===== config.mk =====
export PLATFORM = sky130hd
export DESIGN_NAME = sest_queue
export DESIGN_NICKNAME = d
export VERILOG_FILES = /design/src/rtl/sest_pkg.sv /design/src/rtl/sest_queue.sv
export SDC_FILE = /design/constraint.sdc
export NUM_CORES = 1
export LEC_CHECK = 0
export BUFFER_PORTS_ARGS = -buffer_cell sky130_fd_sc_hd__clkbuf_2
export CORE_MARGIN = 2
export CORE_UTILIZATION = 40
export CTS_CLUSTER_SIZE = 10
export DETAILED_ROUTE_END_ITERATION = 10
export GPL_ROUTABILITY_DRIVEN = 0
export GPL_TIMING_DRIVEN = 1
export PLACE_DENSITY = 0.7
export SLEW_MARGIN = 10
export SYNTH_ARGS = -nofsm -noshare
export SYNTH_HDL_FRONTEND = slang
export SYNTH_SLANG_ARGS = --single-unit

===== constraint.sdc =====
create_clock -name clk -period 6.59 [get_ports clk]
set_clock_uncertainty 0.2 [all_clocks]
set_input_delay 1.318 -clock clk [delete_from_list [all_inputs] [get_ports clk]]
set_output_delay 1.318 -clock clk [all_outputs]
set_load 0.01 [all_outputs]

===== src/rtl/sest_pkg.sv =====
// Shared types, constants and codes for the syscall event stats table.
`timescale 1ns / 1ps
package sest_pkg;

  localparam int TABLE_DEPTH = 1024;
  localparam int KEY_BITS    = 10;
  localparam int TIME_BITS   = 48;
  localparam int IDX_BITS    = $clog2(TABLE_DEPTH);
  localparam int CNT_BITS    = $clog2(TABLE_DEPTH + 1);
  localparam int QUEUE_DEPTH = 2;
  localparam int QPTR_BITS   = $clog2(QUEUE_DEPTH);
  localparam int QCNT_BITS   = $clog2(QUEUE_DEPTH + 1);

  localparam logic [1:0] OP_STOP  = 2'd0;
  localparam logic [1:0] OP_READ  = 2'd1;
  localparam logic [1:0] OP_CLEAR = 2'd2;

  localparam logic [47:0] CALL_MAX = {48{1'b1}};
  localparam logic [TIME_BITS-1:0] TIME_MAX = {TIME_BITS{1'b1}};

  // Request as it arrives on the input channel
  typedef struct packed {
    logic [1:0]  operation;
    logic [9:0]  call_num;
    logic [47:0] timestamp;
    logic [9:0]  slot;
  } req_t;

  // Result as it leaves on the output channel
  typedef struct packed {
    logic        valid_res;
    logic [9:0]  entry_key;
    logic [47:0] entry_calls;
    logic [47:0] total_ticks;
    logic [9:0]  entry_rank;
    logic [10:0] entries_used;
  } rsp_t;

  typedef enum logic [1:0] {
    CMD_EXIT,
    CMD_READ,
    CMD_CLEAR
  } cmd_kind_t;

  // Classified work item passed from front to back
  typedef struct packed {
    cmd_kind_t            kind;
    logic [KEY_BITS-1:0]  key;
    logic [TIME_BITS-1:0] elapsed;
    logic [9:0]           slot;
  } cmd_t;

  // Queue status seen by the front
  typedef struct packed {
    logic push;
    logic full;
  } q_ctl_t;

  typedef enum logic [2:0] {
    ST_IDLE,
    ST_FIND,
    ST_UPDATE,
    ST_SLOT,
    ST_RANK,
    ST_REPLY
  } back_state_t;

endpackage


===== src/rtl/sest_queue.sv =====
// Short command queue between the front and the back end.
`timescale 1ns / 1ps
module sest_queue (
  input  logic           clk,
  input  logic           rst,
  input  logic           push,
  input  sest_pkg::cmd_t push_cmd,
  output logic           full,
  input  logic           pop,
  output logic           pop_valid,
  output sest_pkg::cmd_t pop_cmd
);
  import sest_pkg::*;

  cmd_t                 slots [QUEUE_DEPTH];
  logic [QPTR_BITS-1:0] wr_ptr;
  logic [QPTR_BITS-1:0] rd_ptr;
  logic [QCNT_BITS-1:0] fill;
  logic                 do_push;
  logic                 do_pop;

  assign full      = (fill == QCNT_BITS'(QUEUE_DEPTH));
  assign pop_valid = (fill != '0);
  assign pop_cmd   = slots[rd_ptr];
  assign do_push   = push & ~full;
  assign do_pop    = pop & pop_valid;

  // Store pushed commands
  always_ff @(posedge clk) begin
    if (do_push) begin
      slots[wr_ptr] <= push_cmd;
    end
  end

  // Advance pointers and fill level
  always_ff @(posedge clk) begin
    if (rst) begin
      wr_ptr <= '0;
      rd_ptr <= '0;
      fill   <= '0;
    end else begin
      if (do_push) begin
        wr_ptr <= (wr_ptr == QPTR_BITS'(QUEUE_DEPTH - 1)) ? '0 : wr_ptr + 1'b1;
      end
      if (do_pop) begin
        rd_ptr <= (rd_ptr == QPTR_BITS'(QUEUE_DEPTH - 1)) ? '0 : rd_ptr + 1'b1;
      end
      if (do_push && !do_pop) begin
        fill <= fill + 1'b1;
      end else if (do_pop && !do_push) begin
        fill <= fill - 1'b1;
      end
    end
  end

endmodule


==> run metrics <==
most frequent cells after synthesis edfxtp_1, mux2_2, buf_2; synthesized net count 318; Seq/Total Area, Yosys approximately four fifths; Setup TNS 0 ps; Comb power frac 19.5%; Startpoint Class flop; r2r setup slk 4040 ps; Cells after Synth 243; pwr dens between 400 and 500 nW/um2; Routed WL per cell 15.6 um; Final nets around 480; Die Y 119 um; Seq pwr share 44.7%; final worst slack 3100 ps; share of layout cells above drive strength 1 60.0%; CTS buffer count 17; headroom to the max-slew limit between 30% and 40%; Die Footprint 14100 um2; crit end category output port; CP cell instances mux2_2 -> clkbuf_2; Avg Vias per Cell about 4.6; row cnt 41; Crit Path Class reg -> out; IO Port Bufs 145; post-cts sizing count 0; Die Wd 119 um; DPL Wire Length between 5 and 6 mm; Tightest Pin Transition 982 ps; CORE AREA 12700 um2; clock buffer depth 2; Mapped Area 5250 um2; Max IR drop VDD 0.265 mV; Final Max Slew Viols 0; Leakage 0.00258 uW; I/O pin count around 150; CP Max Fanout 70; #FFs+latches synth 145; maxcap violations 0; WL final 9.13 mm; Final Cycle Share between 50 and 60%; first-pass GRT wire length 14.3 mm; pre-CTS setup slack just over 3000 ps; Switching Power between 600 and 700 uW; Area contributors post-synth edfxtp_1, mux2_2, dfxtp_1, buf_2, xor2_1; GRT Total Usage 13.6%; Int Power 2100 uW; Layout area overhead 29.3%; status finished, final reports clean; Synth async-reset ratio 0%; Post-CTS Hold Buffers 0; worst endpoint data arrival time 1970 ps; Root Driver clkbuf_16; largest net degree at the start of global routing around 70; Clk network pwr share between 30% and 40%; Distinct cells, synth 14; antenna cells 0; DRT iter0 DRCs about 140; Max stage delay on crit path 970 ps; vias in the first global route 2959; post-CTS setup buffer count 0; Synth top area share 80.0%; count leader, synth edfxtp_1; global route overflow 0; clock transition at the registers of the reported paths 50 ps; initial antenna violation count 0; Hold Path Class reg -> reg; 1st-pass router iterations 4; largest area contributor in the netlist edfxtp_1; Syn. warnings 0; DR vias 2713; Critical Path RT 5070 ps; syn avg cell area roughly 22 um2; post-route ant nets 0; post-layout min period 3490 ps; Starting Density 41.3%; TritonCTS Sinks 145; f_max 0.287 GHz; H-tree Lvls 4; unrepaired setup endpoints after global routing no; EDFF count, synth 140; Remaining DRCs 0; Top FF cell, synth edfxtp_1; CTS tree done; Net Sw Frac between 20% and 30%; final setup violating endpoints 0; Final Hold Vio Count 0; clock latency on the worst-skew pair 400 ps; Slowest cell on crit path dfxtp_4
flip-flops by register name, indices dropped and copies added, names as in the netlist, named ones only:
| signal | flops |
|---|---|
| fill | 2 |
| rd_ptr | 1 |
| slots | 140 |
| wr_ptr | 1 |
area by class of cell:
type | instances | area, um2
Sequential cell | 145 | 4310
Clock inverter | 12 | 189
Clock buffer | 20 | 437
Multi-Input combinational cell | 88 | 903
Fill cell | 1059 | 5930
Inverter | 2 | 7.51
Tap cell | 172 | 215
Timing Repair Buffer | 146 | 733
stage by stage:
stage / utilization (%) / hold slack [ps] / cells / instance area, um2 / power (uW)
after floorplan: - / 252 / 243 / 5250 / 1600
after global placement: 48.5 / 285 / 553 / 6170 / 1820
after detailed placement: 48.5 / 286 / 553 / 6170 / 1830
after CTS: 53.4 / 299 / 585 / 6790 / 2840
after global routing: 53.4 / 317 / 585 / 6790 / 2930
final: 53.4 / 311 / 585 / 6790 / 2800
worst max-delay path, delay by kind of cell (launching register included):
family,cells,cell delay (ps)
buf+inv,1,140
mux,1,430
flops,1,970
cells in the final DEF, fill, tap and decap left out, types with 3 or more instances in the layout:
cell type / instances
clkbuf_2: 145
clkinv_2: 3
dfxtp_1: 4
bufinv_16: 5
xor2_1: 3
clkbuf_1: 3
o21ai_0: 3
mux2_2: 70
clkbuf_16: 17
nor2_1: 4
edfxtp_1: 140
final timing paths:
kind                               from            to  cells past startpoint
worst max-delay path               flop   pop_cmd[51]                      2
worst min-delay path             wr_ptr        wr_ptr                      2
worst max register to register  fill[1]  slots[0][37]                      4
worst min register to register   wr_ptr        wr_ptr                      2
metal layers:
metal,vias up,share of wire [%],GRT usage [%]
met5,-,0,0
met4,0,1.6,5.73
met3,13,6.6,6.08
met2,98,51,22.7
met1,1330,41,15.0
li1,1272,-,-
cells by family after synthesis:
logic type / count (synthesis) / share of synthesized area [%]
XOR/XNOR: 3 / 0.500
multiplexers: 70 / 15.0
adder cells (fa/ha/maj): 1 / 0.238
AND/OR/NAND/NOR: 9 / 0.929
buffers and inverters: 10 / 0.905
flip-flops: 145 / 81.9
AO/OA/AOI/OAI: 5 / 0.476
power groups by stage:
| stage | clock network, uW | registers (uW) | logic (uW) |
|---|---|---|---|
| global placement | 0 | 1270 | 551 |
| finish | 1000 | 1250 | 546 |
| global route | 1060 | 1270 | 595 |
| floorplan | 0 | 1210 | 395 |
| detailed placement | 0 | 1270 | 555 |
| CTS | 1030 | 1260 | 558 |
Power figures use the tool's default switching activity.
