--- config.mk ---
export PLATFORM = sky130hd
export DESIGN_NAME = sest_front
export DESIGN_NICKNAME = d
export VERILOG_FILES = /design/src/rtl/sest_pkg.sv /design/src/rtl/sest_front.sv
export SDC_FILE = /design/constraint.sdc
export NUM_CORES = 1
export LEC_CHECK = 0
export BUFFER_PORTS_ARGS = -buffer_cell sky130_fd_sc_hd__clkbuf_2
export CAP_MARGIN = 20
export CORE_ASPECT_RATIO = 1.2
export CORE_MARGIN = 2
export CORE_UTILIZATION = 50
export CTS_CLUSTER_DIAMETER = 150
export CTS_CLUSTER_SIZE = 8
export DETAILED_ROUTE_END_ITERATION = 7
export PLACE_DENSITY_LB_ADDON = 0.12
export SLEW_MARGIN = 10
export SYNTH_ARGS = -nofsm -noshare
export SYNTH_HDL_FRONTEND = slang
export SYNTH_SLANG_ARGS = --single-unit
export TNS_END_PERCENT = 100
--- constraint.sdc ---
create_clock -name clk -period 6.8 [get_ports clk]
set_input_delay 0.34 -clock clk [delete_from_list [all_inputs] [get_ports clk]]
set_output_delay 0.34 -clock clk [all_outputs]
set_load 0.05 [all_outputs]
--- src/rtl/sest_pkg.sv ---
// Shared types, constants and codes for the syscall event stats table.
`timescale 1ns / 1ps
package sest_pkg;

  localparam int TABLE_DEPTH = 1024;
  localparam int KEY_BITS    = 10;
  localparam int TIME_BITS   = 48;
  localparam int IDX_BITS    = $clog2(TABLE_DEPTH);
  localparam int CNT_BITS    = $clog2(TABLE_DEPTH + 1);
  localparam int QUEUE_DEPTH = 2;
  localparam int QPTR_BITS   = $clog2(QUEUE_DEPTH);
  localparam int QCNT_BITS   = $clog2(QUEUE_DEPTH + 1);

  localparam logic [1:0] OP_STOP  = 2'd0;
  localparam logic [1:0] OP_READ  = 2'd1;
  localparam logic [1:0] OP_CLEAR = 2'd2;

  localparam logic [47:0] CALL_MAX = {48{1'b1}};
  localparam logic [TIME_BITS-1:0] TIME_MAX = {TIME_BITS{1'b1}};

  // Request as it arrives on the input channel
  typedef struct packed {
    logic [1:0]  operation;
    logic [9:0]  call_num;
    logic [47:0] timestamp;
    logic [9:0]  slot;
  } req_t;

  // Result as it leaves on the output channel
  typedef struct packed {
    logic        valid_res;
    logic [9:0]  entry_key;
    logic [47:0] entry_calls;
    logic [47:0] total_ticks;
    logic [9:0]  entry_rank;
    logic [10:0] entries_used;
  } rsp_t;

  typedef enum logic [1:0] {
    CMD_EXIT,
    CMD_READ,
    CMD_CLEAR
  } cmd_kind_t;

  // Classified work item passed from front to back
  typedef struct packed {
    cmd_kind_t            kind;
    logic [KEY_BITS-1:0]  key;
    logic [TIME_BITS-1:0] elapsed;
    logic [9:0]           slot;
  } cmd_t;

  // Queue status seen by the front
  typedef struct packed {
    logic push;
    logic full;
  } q_ctl_t;

  typedef enum logic [2:0] {
    ST_IDLE,
    ST_FIND,
    ST_UPDATE,
    ST_SLOT,
    ST_RANK,
    ST_REPLY
  } back_state_t;

endpackage

--- src/rtl/sest_front.sv ---
// Front end: accepts requests, tracks entry/exit phase and classifies work.
`timescale 1ns / 1ps
module sest_front (
  input  logic          clk,
  input  logic          rst,
  input  logic          req_valid,
  output logic          req_ready,
  input  sest_pkg::req_t req,
  input  logic          q_full,
  output logic          q_push,
  output sest_pkg::cmd_t q_cmd
);
  import sest_pkg::*;

  logic                 expect_entry;
  logic [KEY_BITS-1:0]  pending_key;
  logic [TIME_BITS-1:0] entry_stamp;
  logic                 accept;
  q_ctl_t               ctl;

  assign req_ready = ~q_full;
  assign accept    = req_valid & req_ready;

  // Decide what goes to the back end
  always_comb begin
    ctl.full      = q_full;
    ctl.push      = 1'b0;
    q_cmd.kind    = CMD_READ;
    q_cmd.key     = pending_key;
    q_cmd.elapsed = req.timestamp[TIME_BITS-1:0] - entry_stamp;
    q_cmd.slot    = req.slot;
    if (accept) begin
      unique case (req.operation)
        OP_STOP: begin
          if (!expect_entry) begin
            ctl.push   = 1'b1;
            q_cmd.kind = CMD_EXIT;
          end
        end
        OP_READ: begin
          ctl.push   = 1'b1;
          q_cmd.kind = CMD_READ;
        end
        OP_CLEAR: begin
          ctl.push   = 1'b1;
          q_cmd.kind = CMD_CLEAR;
        end
        default: ctl.push = 1'b0;
      endcase
    end
  end

  assign q_push = ctl.push & ~ctl.full;

  // Latch the entry stop and flip the phase
  always_ff @(posedge clk) begin
    if (rst) begin
      expect_entry <= 1'b1;
      pending_key  <= '0;
      entry_stamp  <= '0;
    end else if (accept && req.operation == OP_STOP) begin
      if (expect_entry) begin
        pending_key <= req.call_num[KEY_BITS-1:0];
        entry_stamp <= req.timestamp[TIME_BITS-1:0];
      end
      expect_entry <= ~expect_entry;
    end
  end

endmodule

==> flow_summary.json <==
{
  "initial_core_util": 0.516,
  "vias": 5328,
  "clkSinkCount": 59,
  "insertion_delay_ns": 0.34,
  "die_y_um": 116,
  "synth_top_area_frac": 0.226,
  "worst_pin_slew_ns": 0.679,
  "cts_max_level": 3,
  "core-area_um2": 10100,
  "path_clk_slew_ns": 0.06,
  "fin_tns_setup_ns": 0,
  "critPathMaxFanout": 5,
  "ctsHoldBuffers": 0,
  "fin_ws_ns": 3.19,
  "die_w_um": 97.3,
  "io-pin-count": 146,
  "insertedDiodeCount": 0,
  "syn-num-nets": 873,
  "startpoint_type": "flip-flop",
  "grt_use_met3": 0.0302,
  "place_ws_ns": 3.40,
  "drc_errors": 0,
  "wirelength_um": 13800,
  "grt_max_degree": 60,
  "netlist_top_cells_count": "152 x nand2_1, 115 x a21oi_1, 67 x inv_1",
  "gp_congestion": 0.889,
  "cts_setup_buffers": 0,
  "cp.arrival_ns": 3.27,
  "synth_flop_cell": "dfxtp_1",
  "ys_top_cells_by_area": "dfxtp_1 23%, ha_1 12%, a21oi_1 11%",
  "hp-class": "in -> reg",
  "antenna_found_initial": 0,
  "r2r_setup_slack_ns": 5.44,
  "post-route-min-period_ns": 3.61,
  "powerDensity_nw_per_um2": 215,
  "ant_nets": 0,
  "cap_violations": 0,
  "p_total_mw": 1.31,
  "io_buffers": 125,
  "via_per_inst": 5.50,
  "ys_warn_count": 0,
  "layout-area-overhead-vs-synth_pct": 16.9,
  "final-setup-viol-count": 0,
  "crit_path_end_kind": "output port",
  "final_util": 0.604,
  "ir_worst_vdd_v": 0.000109,
  "rows": 40,
  "die_area_um2": 11300,
  "first_pass_iters": 4,
  "max_slew_margin": 0.547,
  "min_period_over_period": 0.531,
  "use_met2": 0.428,
  "netlist_instances": 748,
  "syn_area_um2": 5220,
  "p_leak_nw": 2.53,
  "grt_use_met1": 0.305,
  "ys_types": 55,
  "fin_skew_ns": 0.00513,
  "dpl.hpwl_um": 10300,
  "clockRootBuffer": "clkbuf_16",
  "syn_avg_cell_area_um2": 6.98,
  "cts_buffer_depth": 2,
  "first_global_vias": 5037,
  "synth_area_leader_cell": "dfxtp_1",
  "drv_slew": 0,
  "whs_ns": 0.221,
  "run_status": "complete, no violations",
  "grt_overflow_total": 0,
  "synth_most_common_cell": "nand2_1",
  "rsz0062_at_grt": "false",
  "synth-seq-cells": 59,
  "ctsResizeCount": 0,
  "cp.required_ns": 6.46,
  "worstSetupPathType": "reg -> out",
  "ys_seq_area_frac": 0.226,
  "numCtsBuffers": 9,
  "async_flop_share": 0,
  "synth_edf_count": 0,
  "grt.busiest_layer": "met2",
  "cts_tree": "yes",
  "grt_first_pass_wirelength_um": 22700,
  "hold_violations": 0,
  "max_freq_mhz": 277,
  "dr.first_iter.drc_count": 221,
  "nNetsFinal": 962,
  "wl_per_cell_um": 14.3,
  "grt_use_total": 0.243,
  "drive_gt1_frac": 0.194
}
## where the power goes
group          switching (mW)  internal [mW]  total (mW)
combinational           0.347          0.141       0.487
sequential            0.00356          0.353       0.357
clock                   0.182          0.286       0.468
total                   0.532          0.780        1.31
## state kept, by name, indices dropped and copies added (netlist names)
signal	flops
entry_stamp	48
expect_entry	1
pending_key	10
## final timing paths
check,startpoint,end,cells past startpoint
max reg2reg,expect_entry,entry_stamp[9],4
min,req[62],pending_key[4],3
max,entry_stamp[1],q_cmd[49],11
min reg2reg,entry_stamp[2],entry_stamp[2],2
## cell families after synthesis
| family | after synthesis | synth area share |
|---|---|---|
| AOI/OAI and AO/OA | 230 | 0.273 |
| xor gates and xnor gates | 43 | 0.0722 |
| adders and majority gates | 51 | 0.124 |
| buffers and inverters | 117 | 0.0947 |
| DFF | 59 | 0.226 |
| and+or+nand+nor | 248 | 0.210 |
## worst max-delay path, stage by stage (launching register included)
cell and delay, ns:
dfxtp_1 0.38, inv_1 0.07, ha_1 0.27, nor2b_1 0.14
o2111ai_1 0.27, a21oi_1 0.15, or3_4 0.42, a41oi_4 0.37
o211a_1 0.30, o21ai_1 0.09, xor2_1 0.17, clkbuf_2 0.30
## metal layers
layer,up-vias,share of wire
met5,-,0
met2,144,0.49
met4,0,0.024
li1,2721,-
met3,25,0.045
met1,2438,0.44
## through the flow
stage	instance area (µm²)	instances
floorplan	5220	748
global placement	5780	951
CTS	6080	967
global route	6100	968
finish	6100	968
detailed placement	5780	951
## area by class of cell
cell class	instances	area, µm²
Fill cell	1011	4010
Multi-Input combinational cell	572	3550
Sequential cell	59	1180
Timing Repair Buffer	128	661
Inverter	67	251
Clock buffer	9	225
Tap cell	126	158
Clock inverter	7	76.3
## cell usage in the layout (no fill, tap or decap), drive strengths merged, types with 8 or more instances in the layout
cell / Yosys / routed
nor2: 29 / 29
nand2: 152 / 152
clkbuf: 27 / 134
nor2b: 8 / 8
xnor2: 26 / 26
xor2: 17 / 17
nand4: 10 / 10
a21oi: 115 / 115
a21o: 20 / 20
o21ai: 33 / 33
a211oi: 8 / 8
o21bai: 13 / 13
dfxtp: 59 / 59
inv: 67 / 69
ha: 50 / 50
nand3: 13 / 13
No activity file was read; power rests on OpenSTA's default activity.
